--- src/fnpll_pkg.sv ---
// Shared constants and codes for the fractional-N divider calculator.
package fnpll_pkg;

    localparam logic [32:0] RF_OUT_MAX_HZ       = 33'd4400000000;
    localparam logic [32:0] RF_OUT_MIN_HZ       = 33'd34375000;
    localparam logic [31:0] REF_IN_MAX_HZ       = 32'd250000000;
    localparam logic [33:0] VCO_MIN_HZ          = 34'd2200000000;
    localparam logic [32:0] PRESCALER_SWITCH_HZ = 33'd3600000000;
    localparam logic [24:0] PFD_MAX_HZ          = 25'd32000000;

    localparam logic [9:0]  R_LIMIT      = 10'd1023;
    localparam logic [2:0]  SEL_MAX      = 3'd6;
    localparam logic [15:0] NMIN_HIGH    = 16'd75;
    localparam logic [15:0] NMIN_LOW     = 16'd23;
    localparam logic [15:0] INT_MAX      = 16'd65535;
    localparam logic [25:0] FIELD12_MAX  = 26'd4095;
    localparam logic [25:0] MOD_SPUR_MIN = 26'd50;
    localparam logic [24:0] PFD_BAND_MAX = 25'd90;
    localparam logic [27:0] BDIV_MAX     = 28'd255;
    localparam logic [26:0] BAND_LIM0    = 27'd500000;
    localparam logic [26:0] BAND_LIM1    = 27'd125000;

    // Configuration register indexes
    localparam logic [2:0] CFG_FEEDBACK  = 3'd0;
    localparam logic [2:0] CFG_BAND_MODE = 3'd1;
    localparam logic [2:0] CFG_DOUBLER   = 3'd2;
    localparam logic [2:0] CFG_HALVER    = 3'd3;
    localparam logic [2:0] CFG_LOW_SPUR  = 3'd4;

    typedef enum logic [3:0] {
        ST_OK         = 4'd0,
        ST_RF_RANGE   = 4'd1,
        ST_REF_RANGE  = 4'd2,
        ST_R_RANGE    = 4'd3,
        ST_N_RANGE    = 4'd4,
        ST_INT_RANGE  = 4'd5,
        ST_MOD_RANGE  = 4'd6,
        ST_FRAC_RANGE = 4'd7,
        ST_PFD_RANGE  = 4'd8,
        ST_BAND_RANGE = 4'd9,
        ST_MISMATCH   = 4'd10
    } status_t;

endpackage

--- src/frac_n_pll_divider_calc.sv ---
// Fractional-N synthesizer divider calculator with a bit-serial divider and multiplier.
//
// Usage: drive rf_out_hz, ref_in_hz and channel_spacing_hz and pulse start while
// busy is low; that edge takes the request and busy rises. When the result is
// ready, done is high for exactly one cycle with all result ports valid, and
// busy falls in that same cycle. The receiver cannot stall; the result is held
// on the ports until the next request finishes.
// Configuration: cfg_valid/cfg_ready/cfg_index/cfg_data write one mode bit per
// beat. cfg_ready is always high; write only while busy is low.
// Sequence: for an rf or reference range error, S_CHECK passes straight to S_FAIL,
// which raises done without running the search or the arithmetic units.
// The R search takes one cycle per candidate divider (at most 16, since the
// reference is range checked first); each division runs through a shared
// restoring divider at one quotient bit per cycle (up to seven divisions), the
// three products through a shift-add multiplier at one bit per cycle, and the
// GCD through a binary GCD at one step per cycle. One request is worked on at a
// time; the next start is taken from the cycle in which done is high.
// Reset: rst_n (asynchronous, active low) returns to idle and restores the
// mode bits to their defaults (VCO feedback on, all others off).
module frac_n_pll_divider_calc (
    input  logic        clk,
    input  logic        rst_n,
    input  logic        start,
    output logic        busy,
    input  logic [32:0] rf_out_hz,
    input  logic [31:0] ref_in_hz,
    input  logic [31:0] channel_spacing_hz,
    input  logic        cfg_valid,
    output logic        cfg_ready,
    input  logic [2:0]  cfg_index,
    input  logic        cfg_data,
    output logic        done,
    output logic [3:0]  status,
    output logic [15:0] int_value,
    output logic [11:0] frac_value,
    output logic [11:0] mod_value,
    output logic        prescaler_high,
    output logic [9:0]  r_value,
    output logic [2:0]  rf_div_select,
    output logic [7:0]  band_clock_divider,
    output logic [32:0] rf_out_calc_hz
);

    typedef enum logic [4:0] {
        S_IDLE, S_CHECK, S_DIVSEL, S_RSRCH, S_PFD_W, S_NINT_W, S_MOD_W, S_X_W,
        S_FRAC_W, S_GCD, S_GM_W, S_GF_W, S_LIMITS, S_BAND, S_T_W, S_TOP_W,
        S_CALC_W, S_FAIL
    } state_t;

    state_t state_reg;
    logic   busy_reg, done_reg;

    logic fb_reg, band_reg, dbl_reg, hlv_reg, spur_reg;

    logic [32:0] rf_reg;
    logic [31:0] ref_reg, sp_reg;
    logic [33:0] vco_reg;
    logic [2:0]  sel_reg;
    logic        presc_reg;
    logic [9:0]  r_reg;
    logic [35:0] thr_reg;
    logic [32:0] aref_reg;
    logic [24:0] pfd_reg, rem_reg;
    logic [15:0] nint_reg;
    logic [25:0] mod_reg, frac_reg, ga_reg, gb_reg, g_reg;
    logic [4:0]  gk_reg;
    logic [7:0]  bdiv_reg;
    fnpll_pkg::status_t fail_reg;

    fnpll_pkg::status_t status_reg;
    logic [15:0] int_out_reg;
    logic [11:0] frac_out_reg, mod_out_reg;
    logic        presc_out_reg;
    logic [9:0]  r_out_reg;
    logic [2:0]  sel_out_reg;
    logic [7:0]  bdiv_out_reg;
    logic [32:0] calc_out_reg;

    // shared restoring divider
    logic        div_go_reg, dbusy_reg;
    logic [52:0] div_num_reg, dq_reg;
    logic [32:0] div_den_reg, drem_reg;
    logic [5:0]  dcnt_reg;
    logic [34:0] div_trial;

    // shared shift-add multiplier
    logic        mul_go_reg, mbusy_reg;
    logic [52:0] mul_a_reg, ma_reg, macc_reg;
    logic [25:0] mul_b_reg, mb_reg;

    logic        units_idle;
    logic [33:0] num_sel;
    logic [27:0] bdiv_raw;
    logic [25:0] mod_forced;
    logic [25:0] g_calc;

    assign units_idle = !div_go_reg && !dbusy_reg && !mul_go_reg && !mbusy_reg;
    assign div_trial  = {1'b0, drem_reg, dq_reg[52]} - {2'b00, div_den_reg};
    assign num_sel    = fb_reg ? vco_reg : {1'b0, rf_reg};
    assign bdiv_raw   = band_reg ? {2'b00, pfd_reg, 1'b0} : {pfd_reg, 3'b000};
    assign mod_forced = (mod_reg == 26'd1) ? 26'd2 : mod_reg;
    assign g_calc     = (ga_reg == 26'd0) ? (gb_reg << gk_reg) : (ga_reg << gk_reg);

    always_ff @(posedge clk or negedge rst_n)
    begin
        if (!rst_n)
        begin
            dbusy_reg <= 1'b0;
            dcnt_reg  <= '0;
        end
        else if (div_go_reg)
        begin
            dq_reg    <= div_num_reg;
            drem_reg  <= '0;
            dcnt_reg  <= 6'd53;
            dbusy_reg <= 1'b1;
        end
        else if (dbusy_reg)
        begin
            if (div_trial[34])
                drem_reg <= {drem_reg[31:0], dq_reg[52]};
            else
                drem_reg <= div_trial[32:0];
            dq_reg   <= {dq_reg[51:0], ~div_trial[34]};
            dcnt_reg <= dcnt_reg - 6'd1;
            if (dcnt_reg == 6'd1)
                dbusy_reg <= 1'b0;
        end
    end

    always_ff @(posedge clk or negedge rst_n)
    begin
        if (!rst_n)
            mbusy_reg <= 1'b0;
        else if (mul_go_reg)
        begin
            ma_reg    <= mul_a_reg;
            mb_reg    <= mul_b_reg;
            macc_reg  <= '0;
            mbusy_reg <= 1'b1;
        end
        else if (mbusy_reg)
        begin
            if (mb_reg == 26'd0)
                mbusy_reg <= 1'b0;
            else
            begin
                if (mb_reg[0])
                    macc_reg <= macc_reg + ma_reg;
                ma_reg <= {ma_reg[51:0], 1'b0};
                mb_reg <= {1'b0, mb_reg[25:1]};
            end
        end
    end

    always_ff @(posedge clk or negedge rst_n)
    begin
        if (!rst_n)
        begin
            fb_reg   <= 1'b1;
            band_reg <= 1'b0;
            dbl_reg  <= 1'b0;
            hlv_reg  <= 1'b0;
            spur_reg <= 1'b0;
        end
        else if (cfg_valid)
        begin
            case (cfg_index)
                fnpll_pkg::CFG_FEEDBACK:  fb_reg   <= cfg_data;
                fnpll_pkg::CFG_BAND_MODE: band_reg <= cfg_data;
                fnpll_pkg::CFG_DOUBLER:   dbl_reg  <= cfg_data;
                fnpll_pkg::CFG_HALVER:    hlv_reg  <= cfg_data;
                fnpll_pkg::CFG_LOW_SPUR:  spur_reg <= cfg_data;
                default: ;
            endcase
        end
    end

    always_ff @(posedge clk or negedge rst_n)
    begin
        if (!rst_n)
        begin
            state_reg  <= S_IDLE;
            busy_reg   <= 1'b0;
            done_reg   <= 1'b0;
            div_go_reg <= 1'b0;
            mul_go_reg <= 1'b0;
            status_reg <= fnpll_pkg::ST_OK;
        end
        else
        begin
            done_reg   <= 1'b0;
            div_go_reg <= 1'b0;
            mul_go_reg <= 1'b0;
            case (state_reg)
                S_IDLE:
                begin
                    if (start)
                    begin
                        rf_reg    <= rf_out_hz;
                        ref_reg   <= ref_in_hz;
                        sp_reg    <= channel_spacing_hz;
                        busy_reg  <= 1'b1;
                        state_reg <= S_CHECK;
                    end
                end
                S_CHECK:
                begin
                    vco_reg   <= {1'b0, rf_reg};
                    sel_reg   <= '0;
                    presc_reg <= rf_reg > fnpll_pkg::PRESCALER_SWITCH_HZ;
                    if (rf_reg > fnpll_pkg::RF_OUT_MAX_HZ || rf_reg < fnpll_pkg::RF_OUT_MIN_HZ)
                    begin
                        fail_reg  <= fnpll_pkg::ST_RF_RANGE;
                        state_reg <= S_FAIL;
                    end
                    else if (ref_reg > fnpll_pkg::REF_IN_MAX_HZ)
                    begin
                        fail_reg  <= fnpll_pkg::ST_REF_RANGE;
                        state_reg <= S_FAIL;
                    end
                    else
                        state_reg <= S_DIVSEL;
                end
                S_DIVSEL:
                begin
                    if (vco_reg < fnpll_pkg::VCO_MIN_HZ && sel_reg < fnpll_pkg::SEL_MAX)
                    begin
                        vco_reg <= {vco_reg[32:0], 1'b0};
                        sel_reg <= sel_reg + 3'd1;
                    end
                    else
                    begin
                        r_reg     <= 10'd1;
                        thr_reg   <= hlv_reg ? {10'd0, fnpll_pkg::PFD_MAX_HZ, 1'b0}
                                             : {11'd0, fnpll_pkg::PFD_MAX_HZ};
                        aref_reg  <= dbl_reg ? {ref_reg, 1'b0} : {1'b0, ref_reg};
                        state_reg <= S_RSRCH;
                    end
                end
                // floor(A/B) < PFD_MAX exactly when A < PFD_MAX * B
                S_RSRCH:
                begin
                    if ({3'd0, aref_reg} < thr_reg)
                    begin
                        div_num_reg <= {20'd0, aref_reg};
                        div_den_reg <= hlv_reg ? {22'd0, r_reg, 1'b0} : {23'd0, r_reg};
                        div_go_reg  <= 1'b1;
                        state_reg   <= S_PFD_W;
                    end
                    else if (r_reg == fnpll_pkg::R_LIMIT)
                    begin
                        fail_reg  <= fnpll_pkg::ST_R_RANGE;
                        state_reg <= S_FAIL;
                    end
                    else
                    begin
                        r_reg   <= r_reg + 10'd1;
                        thr_reg <= thr_reg + (hlv_reg ? {10'd0, fnpll_pkg::PFD_MAX_HZ, 1'b0}
                                                      : {11'd0, fnpll_pkg::PFD_MAX_HZ});
                    end
                end
                S_PFD_W:
                begin
                    if (units_idle)
                    begin
                        pfd_reg <= dq_reg[24:0];
                        if (dq_reg[24:0] == 25'd0)
                        begin
                            fail_reg  <= fnpll_pkg::ST_N_RANGE;
                            state_reg <= S_FAIL;
                        end
                        else
                        begin
                            div_num_reg <= {19'd0, num_sel};
                            div_den_reg <= {8'd0, dq_reg[24:0]};
                            div_go_reg  <= 1'b1;
                            state_reg   <= S_NINT_W;
                        end
                    end
                end
                // N bounds checked on quotient and remainder
                S_NINT_W:
                begin
                    if (units_idle)
                    begin
                        nint_reg <= dq_reg[15:0];
                        rem_reg  <= drem_reg[24:0];
                        if (dq_reg < {37'd0, presc_reg ? fnpll_pkg::NMIN_HIGH
                                                       : fnpll_pkg::NMIN_LOW}
                            || dq_reg[52:16] != 37'd0
                            || (dq_reg[15:0] == fnpll_pkg::INT_MAX && drem_reg != 33'd0))
                        begin
                            fail_reg  <= fnpll_pkg::ST_N_RANGE;
                            state_reg <= S_FAIL;
                        end
                        else if (sp_reg == 32'd0)
                        begin
                            fail_reg  <= fnpll_pkg::ST_MOD_RANGE;
                            state_reg <= S_FAIL;
                        end
                        else
                        begin
                            div_num_reg <= 53'({pfd_reg, 1'b0}) + 53'(sp_reg);
                            div_den_reg <= {sp_reg, 1'b0};
                            div_go_reg  <= 1'b1;
                            state_reg   <= S_MOD_W;
                        end
                    end
                end
                S_MOD_W:
                begin
                    if (units_idle)
                    begin
                        mod_reg    <= dq_reg[25:0];
                        mul_a_reg  <= {28'd0, rem_reg};
                        mul_b_reg  <= dq_reg[25:0];
                        mul_go_reg <= 1'b1;
                        state_reg  <= S_X_W;
                    end
                end
                S_X_W:
                begin
                    if (units_idle)
                    begin
                        div_num_reg <= macc_reg;
                        div_den_reg <= {8'd0, pfd_reg};
                        div_go_reg  <= 1'b1;
                        state_reg   <= S_FRAC_W;
                    end
                end
                S_FRAC_W:
                begin
                    if (units_idle)
                    begin
                        // round half up
                        frac_reg  <= dq_reg[25:0]
                                   + (({drem_reg, 1'b0} >= {9'd0, pfd_reg}) ? 26'd1 : 26'd0);
                        ga_reg    <= mod_reg;
                        gb_reg    <= dq_reg[25:0]
                                   + (({drem_reg, 1'b0} >= {9'd0, pfd_reg}) ? 26'd1 : 26'd0);
                        gk_reg    <= '0;
                        state_reg <= S_GCD;
                    end
                end
                // binary GCD, one step per cycle
                S_GCD:
                begin
                    if (ga_reg == 26'd0 || gb_reg == 26'd0)
                    begin
                        g_reg <= g_calc;
                        if (g_calc == 26'd0)
                            state_reg <= S_LIMITS;
                        else
                        begin
                            div_num_reg <= {27'd0, mod_reg};
                            div_den_reg <= {7'd0, g_calc};
                            div_go_reg  <= 1'b1;
                            state_reg   <= S_GM_W;
                        end
                    end
                    else if (!ga_reg[0] && !gb_reg[0])
                    begin
                        ga_reg <= {1'b0, ga_reg[25:1]};
                        gb_reg <= {1'b0, gb_reg[25:1]};
                        gk_reg <= gk_reg + 5'd1;
                    end
                    else if (!ga_reg[0])
                        ga_reg <= {1'b0, ga_reg[25:1]};
                    else if (!gb_reg[0])
                        gb_reg <= {1'b0, gb_reg[25:1]};
                    else if (ga_reg >= gb_reg)
                        ga_reg <= ga_reg - gb_reg;
                    else
                        gb_reg <= gb_reg - ga_reg;
                end
                S_GM_W:
                begin
                    if (units_idle)
                    begin
                        mod_reg     <= dq_reg[25:0];
                        div_num_reg <= {27'd0, frac_reg};
                        div_den_reg <= {7'd0, g_reg};
                        div_go_reg  <= 1'b1;
                        state_reg   <= S_GF_W;
                    end
                end
                S_GF_W:
                begin
                    if (units_idle)
                    begin
                        frac_reg  <= dq_reg[25:0];
                        state_reg <= S_LIMITS;
                    end
                end
                S_LIMITS:
                begin
                    mod_reg  <= mod_forced;
                    bdiv_reg <= (bdiv_raw > fnpll_pkg::BDIV_MAX) ? 8'd255 : bdiv_raw[7:0];
                    if (mod_forced == 26'd0 || mod_forced > fnpll_pkg::FIELD12_MAX)
                    begin
                        fail_reg  <= fnpll_pkg::ST_MOD_RANGE;
                        state_reg <= S_FAIL;
                    end
                    else if (frac_reg > fnpll_pkg::FIELD12_MAX)
                    begin
                        fail_reg  <= fnpll_pkg::ST_FRAC_RANGE;
                        state_reg <= S_FAIL;
                    end
                    else if ((!band_reg && pfd_reg > fnpll_pkg::PFD_MAX_HZ)
                             || (band_reg && frac_reg != 26'd0
                                 && (pfd_reg > fnpll_pkg::PFD_MAX_HZ
                                     || pfd_reg > fnpll_pkg::PFD_BAND_MAX)))
                    begin
                        fail_reg  <= fnpll_pkg::ST_PFD_RANGE;
                        state_reg <= S_FAIL;
                    end
                    else
                        state_reg <= S_BAND;
                end
                S_BAND:
                begin
                    if ({2'd0, pfd_reg} > fnpll_pkg::BAND_LIM0 * {19'd0, bdiv_reg}
                        || (band_reg
                            && {2'd0, pfd_reg} > fnpll_pkg::BAND_LIM1 * {19'd0, bdiv_reg}))
                    begin
                        fail_reg  <= fnpll_pkg::ST_BAND_RANGE;
                        state_reg <= S_FAIL;
                    end
                    else if (spur_reg && mod_reg < fnpll_pkg::MOD_SPUR_MIN)
                    begin
                        fail_reg  <= fnpll_pkg::ST_MOD_RANGE;
                        state_reg <= S_FAIL;
                    end
                    else
                    begin
                        mul_a_reg  <= {37'd0, nint_reg};
                        mul_b_reg  <= mod_reg;
                        mul_go_reg <= 1'b1;
                        state_reg  <= S_T_W;
                    end
                end
                S_T_W:
                begin
                    if (units_idle)
                    begin
                        mul_a_reg  <= macc_reg + {27'd0, frac_reg};
                        mul_b_reg  <= {1'b0, pfd_reg};
                        mul_go_reg <= 1'b1;
                        state_reg  <= S_TOP_W;
                    end
                end
                S_TOP_W:
                begin
                    if (units_idle)
                    begin
                        div_num_reg <= macc_reg;
                        div_den_reg <= 33'({7'd0, mod_reg} << sel_reg);
                        div_go_reg  <= 1'b1;
                        state_reg   <= S_CALC_W;
                    end
                end
                // exact match when the division leaves nothing and lands on rf
                S_CALC_W:
                begin
                    if (units_idle)
                    begin
                        status_reg    <= (drem_reg == 33'd0 && dq_reg[52:33] == 20'd0
                                          && dq_reg[32:0] == rf_reg)
                                         ? fnpll_pkg::ST_OK : fnpll_pkg::ST_MISMATCH;
                        int_out_reg   <= nint_reg;
                        frac_out_reg  <= frac_reg[11:0];
                        mod_out_reg   <= mod_reg[11:0];
                        presc_out_reg <= presc_reg;
                        r_out_reg     <= r_reg;
                        sel_out_reg   <= sel_reg;
                        bdiv_out_reg  <= bdiv_reg;
                        calc_out_reg  <= (dq_reg[52:33] != 20'd0) ? {33{1'b1}} : dq_reg[32:0];
                        done_reg      <= 1'b1;
                        busy_reg      <= 1'b0;
                        state_reg     <= S_IDLE;
                    end
                end
                S_FAIL:
                begin
                    status_reg    <= fail_reg;
                    int_out_reg   <= '0;
                    frac_out_reg  <= '0;
                    mod_out_reg   <= '0;
                    presc_out_reg <= 1'b0;
                    r_out_reg     <= '0;
                    sel_out_reg   <= '0;
                    bdiv_out_reg  <= '0;
                    calc_out_reg  <= '0;
                    done_reg      <= 1'b1;
                    busy_reg      <= 1'b0;
                    state_reg     <= S_IDLE;
                end
                default: state_reg <= S_IDLE;
            endcase
        end
    end

    assign busy               = busy_reg;
    assign cfg_ready          = 1'b1;
    assign done               = done_reg;
    assign status             = status_reg;
    assign int_value          = int_out_reg;
    assign frac_value         = frac_out_reg;
    assign mod_value          = mod_out_reg;
    assign prescaler_high     = presc_out_reg;
    assign r_value            = r_out_reg;
    assign rf_div_select      = sel_out_reg;
    assign band_clock_divider = bdiv_out_reg;
    assign rf_out_calc_hz     = calc_out_reg;

    a_done_ends_busy: assert property (@(posedge clk) disable iff (!rst_n)
        done |-> !busy)
        else $error("done raised while still busy");

    a_units_exclusive: assert property (@(posedge clk) disable iff (!rst_n)
        !(dbusy_reg && mbusy_reg))
        else $error("divider and multiplier active together");

    a_error_zeroes: assert property (@(posedge clk) disable iff (!rst_n)
        (done && status != fnpll_pkg::ST_OK && status != fnpll_pkg::ST_MISMATCH)
        |-> (int_value == 16'd0 && rf_out_calc_hz == 33'd0 && r_value == 10'd0))
        else $error("error result carries nonzero fields");

    a_start_goes_busy: assert property (@(posedge clk) disable iff (!rst_n)
        (start && !busy) |=> busy)
        else $error("accepted request did not raise busy");

endmodule
--- config.mk ---
export PLATFORM = sky130hd
export DESIGN_NAME = frac_n_pll_divider_calc
export DESIGN_NICKNAME = d
export VERILOG_FILES = /design/src/fnpll_pkg.sv /design/src/frac_n_pll_divider_calc.sv
export SDC_FILE = /design/constraint.sdc
export NUM_CORES = 2
export LEC_CHECK = 0
export ABC_AREA = 0
export BUFFER_PORTS_ARGS = -buffer_cell sky130_fd_sc_hd__buf_2
export CORE_ASPECT_RATIO = 2
export CORE_UTILIZATION = 59
export CTS_BUF_LIST = sky130_fd_sc_hd__clkbuf_4 sky130_fd_sc_hd__clkbuf_8
export CTS_CLUSTER_SIZE = 16
export DETAILED_ROUTE_END_ITERATION = 6
export PLACE_DENSITY = 0.77
export SLEW_MARGIN = 20
export SYNTH_ARGS = -nofsm -noshare
export SYNTH_HDL_FRONTEND = slang
export SYNTH_SLANG_ARGS = --single-unit
export TNS_END_PERCENT = 30
--- constraint.sdc ---
create_clock -name clk -period 22.8 [get_ports clk]
set_input_delay 0 -clock clk [delete_from_list [all_inputs] [get_ports clk]]
set_output_delay 0 -clock clk [all_outputs]
set_load 0.02 [all_outputs]
==> results_dict.tcl <==
set metrics [dict create \
    tightest_slew_ns 1.30 \
    final_area_um2 65800 \
    finClkSkew_ns 0.0583 \
    yosysSeqAreaShare 0.474 \
    cts_tree "done" \
    grt_util_all_layers 0.496 \
    netlist_area_um2 58000 \
    synth_seq_cells 920 \
    crit_buf_inv 3 \
    irDropWorstVdd_v 0.0000975 \
    synth_most_common_cell "edfxtp_1" \
    fp.dieH_um 445 \
    hold_path_class "input port to flop" \
    yosysTopAreaCell "edfxtp_1" \
    gp_congestion 1.13 \
    drt.antenna.violating_nets 0 \
    drive_above_1_share 0.144 \
    first_pass_iters 7 \
    critPathKind "flop to flop" \
    grt_pass1_wl_um 349000 \
    rsz0062_at_grt "no" \
    clock_latency_ns 0.92 \
    yosysWarningCount 0 \
    cts_max_level 4 \
    num_vias 51336 \
    p_sw_frac 0.398 \
    finalNonFillerCells 7375 \
    end_kind "flop" \
    nets 6413 \
    clk_pin_slew_ns 0.07 \
    grt_max_degree 91 \
    min_period_ns 9.21 \
    slew_headroom 0.136 \
    period_share 0.404 \
    fp-row-count 162 \
    finalWorstSetupSlack_ns 13.59 \
    crit_family "simple AND/OR/NAND/NOR gates" \
    post-route-util 0.674 \
    dieArea_um2 99700 \
    seq_power_share 0.400 \
    overflow 0 \
    startpoint_type "flop" \
    synth_top_flop_cell "edfxtp_1" \
    max_freq_mhz 109 \
    crit_fanout 53 \
    synth_cell_type_count 97 \
    p_comb_frac 0.376 \
    post_drt_wl_per_cell_um 33.2 \
    placement.io_buffers 205 \
    slowest_delay_ns 0.88 \
    total_power_mw 6.43 \
    dieWidth_um 224 \
    cts_setup_buffers 0 \
    fin_tns_setup_ns 0 \
    synth-edff-count 894 \
    syn_nets 6019 \
    r2r_slack_ns 13.59 \
    post-place-ws_ns 13.73 \
    design.core.area_um2 97500 \
    power_density_nw_per_um2 97.8 \
    clkPwrFrac 0.225 \
    synth.top_cell.area_share 0.463 \
    netSwitchingPower_mw 2.56 \
    clockBufferDepth 3 \
    synth_cells 5542 \
    drc 3 \
    start_util 0.595 \
    timing.hold.ws_ns 0.0596 \
    internal-power_mw 3.87 \
    drt_wl_total_um 245000 \
    cts-root-buf "clkbuf_8" \
    synthToLayoutAreaGrowth_pct 13.3 \
    critPathArrivalTime_ns 9.72 \
    cts_sinks 920 \
    netlist_top_cells_count "894 x edfxtp_1, 570 x nand2_1, 465 x nor2_1" \
    worstPathRequired_ns 23.31 \
    dp_cells 6889 \
    first_global_vias 50987 \
    async_flop_share 0.0283 \
    drt_iter0_drc 6131 \
    finalSetupViolCount 0 \
    avgSynthCellArea_um2 10.5 \
    hpwl_um 173000 \
    max-cap-violations 0 \
    power.leakage_nw 25.6 \
    antenna_found_initial 33 \
    ioPinCount 207 \
    outcome "finished with violations" \
    slowest_stage "a211oi_2" \
    hold_viol_final 0 \
    synthTopCellsByArea "edfxtp_1 46%, ha_1 7.5%, mux2_2 3.7%" \
    violations "design-rule violations" \
    vias_per_cell 6.96 \
    place_area_um2 60700 \
    maxSlewViolCount 0 \
    cts-buffers-inserted 136 \
]
[area by class of cell]
type,instances,area [µm²]
antenna,25,62.6
clock buffer,172,2170
clock inverter,68,569
fill,7617,31700
inverter,266,998
multi-input combinational,4060,28600
sequential,920,27500
tap,1312,1640
timing repair buffer,552,4180
[cell families after synthesis]
logic type      count (synthesis)  share of synthesized area
compound gates               1320                      0.156
other cells                     1                  0.0000646
buf+inv                       562                     0.0373
flops                         920                      0.474
fa+ha+maj                     373                     0.0835
mux                           311                     0.0618
simple gates                 1754                      0.142
xor+xnor                      301                     0.0454
[placed cells by master (no fill, tap or decap), drive strengths merged, types with 24 or more instances in the layout]
cell type    count
a221oi          51
a22oi           65
or2             25
a21oi          298
a21o           153
xor2           111
nor4            82
dfrtp           25
mux2           192
nand3          131
a311oi          28
nor2b           43
a211oi          40
o22ai           27
or3             37
clkbuf         173
inv            265
a221o           47
and2            85
o21ai          235
o211ai          24
nor3            88
dlygate4sd3    211
o21bai          35
fa              24
nand2          570
nor2           465
nand4           59
mux2i          102
clkinv          54
ha             348
edfxtp         894
a31oi           76
xnor2          190
and3            66
diode           25
o21a            43
buf            340
nand2b          35
[worst paths after layout]
path,startpoint,endpoint,depth (start not counted)
max reg2reg,bdiv_reg[4],mul_a_reg[45],25
max in group asynchronous,rst_n,mul_go_reg,4
min in group asynchronous,rst_n,state_reg[0],4
max,bdiv_reg[4],mul_a_reg[45],25
min reg2reg,dq_reg[5],pfd_reg[5],0
min,cfg_index[1],band_reg,4
[per-layer routing]
layer,share of wire,vias to the layer above,global-route usage
li1,-,21531,-
met1,0.30,24601,0.494
met2,0.45,3699,0.775
met3,0.11,1479,0.163
met4,0.13,26,0.543
met5,0.00081,-,0.000993
[worst register-to-register path, stage by stage, from the launching register on]
cell      delay, ns
edfxtp_1       0.58
fa_1           0.51
ha_1           0.30
inv_1          0.06
fa_1           0.51
fa_1           0.57
inv_1          0.07
ha_1           0.25
or3_1          0.41
a21oi_1        0.19
a21oi_1        0.09
or2_2          0.27
a21oi_1        0.17
xor2_1         0.31
ha_1           0.19
and3_1         0.16
nand3_1        0.10
or3_1          0.42
or4_1          0.53
a211oi_1       0.24
nor2_1         0.09
a211oi_2       0.88
nand3_1        0.44
o21ai_0        0.23
and2_4         0.44
buf_4          0.72
[timing repair]
item	in CTS	in global routing
resized for setup	0	0
hold endpoints to repair	354	0
hold buffers	211	0
[power by group through the flow]
stage / logic [mW] / clock network, mW / registers (mW)
finish: 2.42 / 1.44 / 2.57
global route: 2.55 / 1.49 / 2.58
CTS: 2.28 / 1.43 / 2.55
detailed placement: 2.24 / 0 / 2.58
global placement: 2.19 / 0 / 2.57
floorplan: 1.54 / 0 / 2.44
No activity file was read; power rests on OpenSTA's default activity.
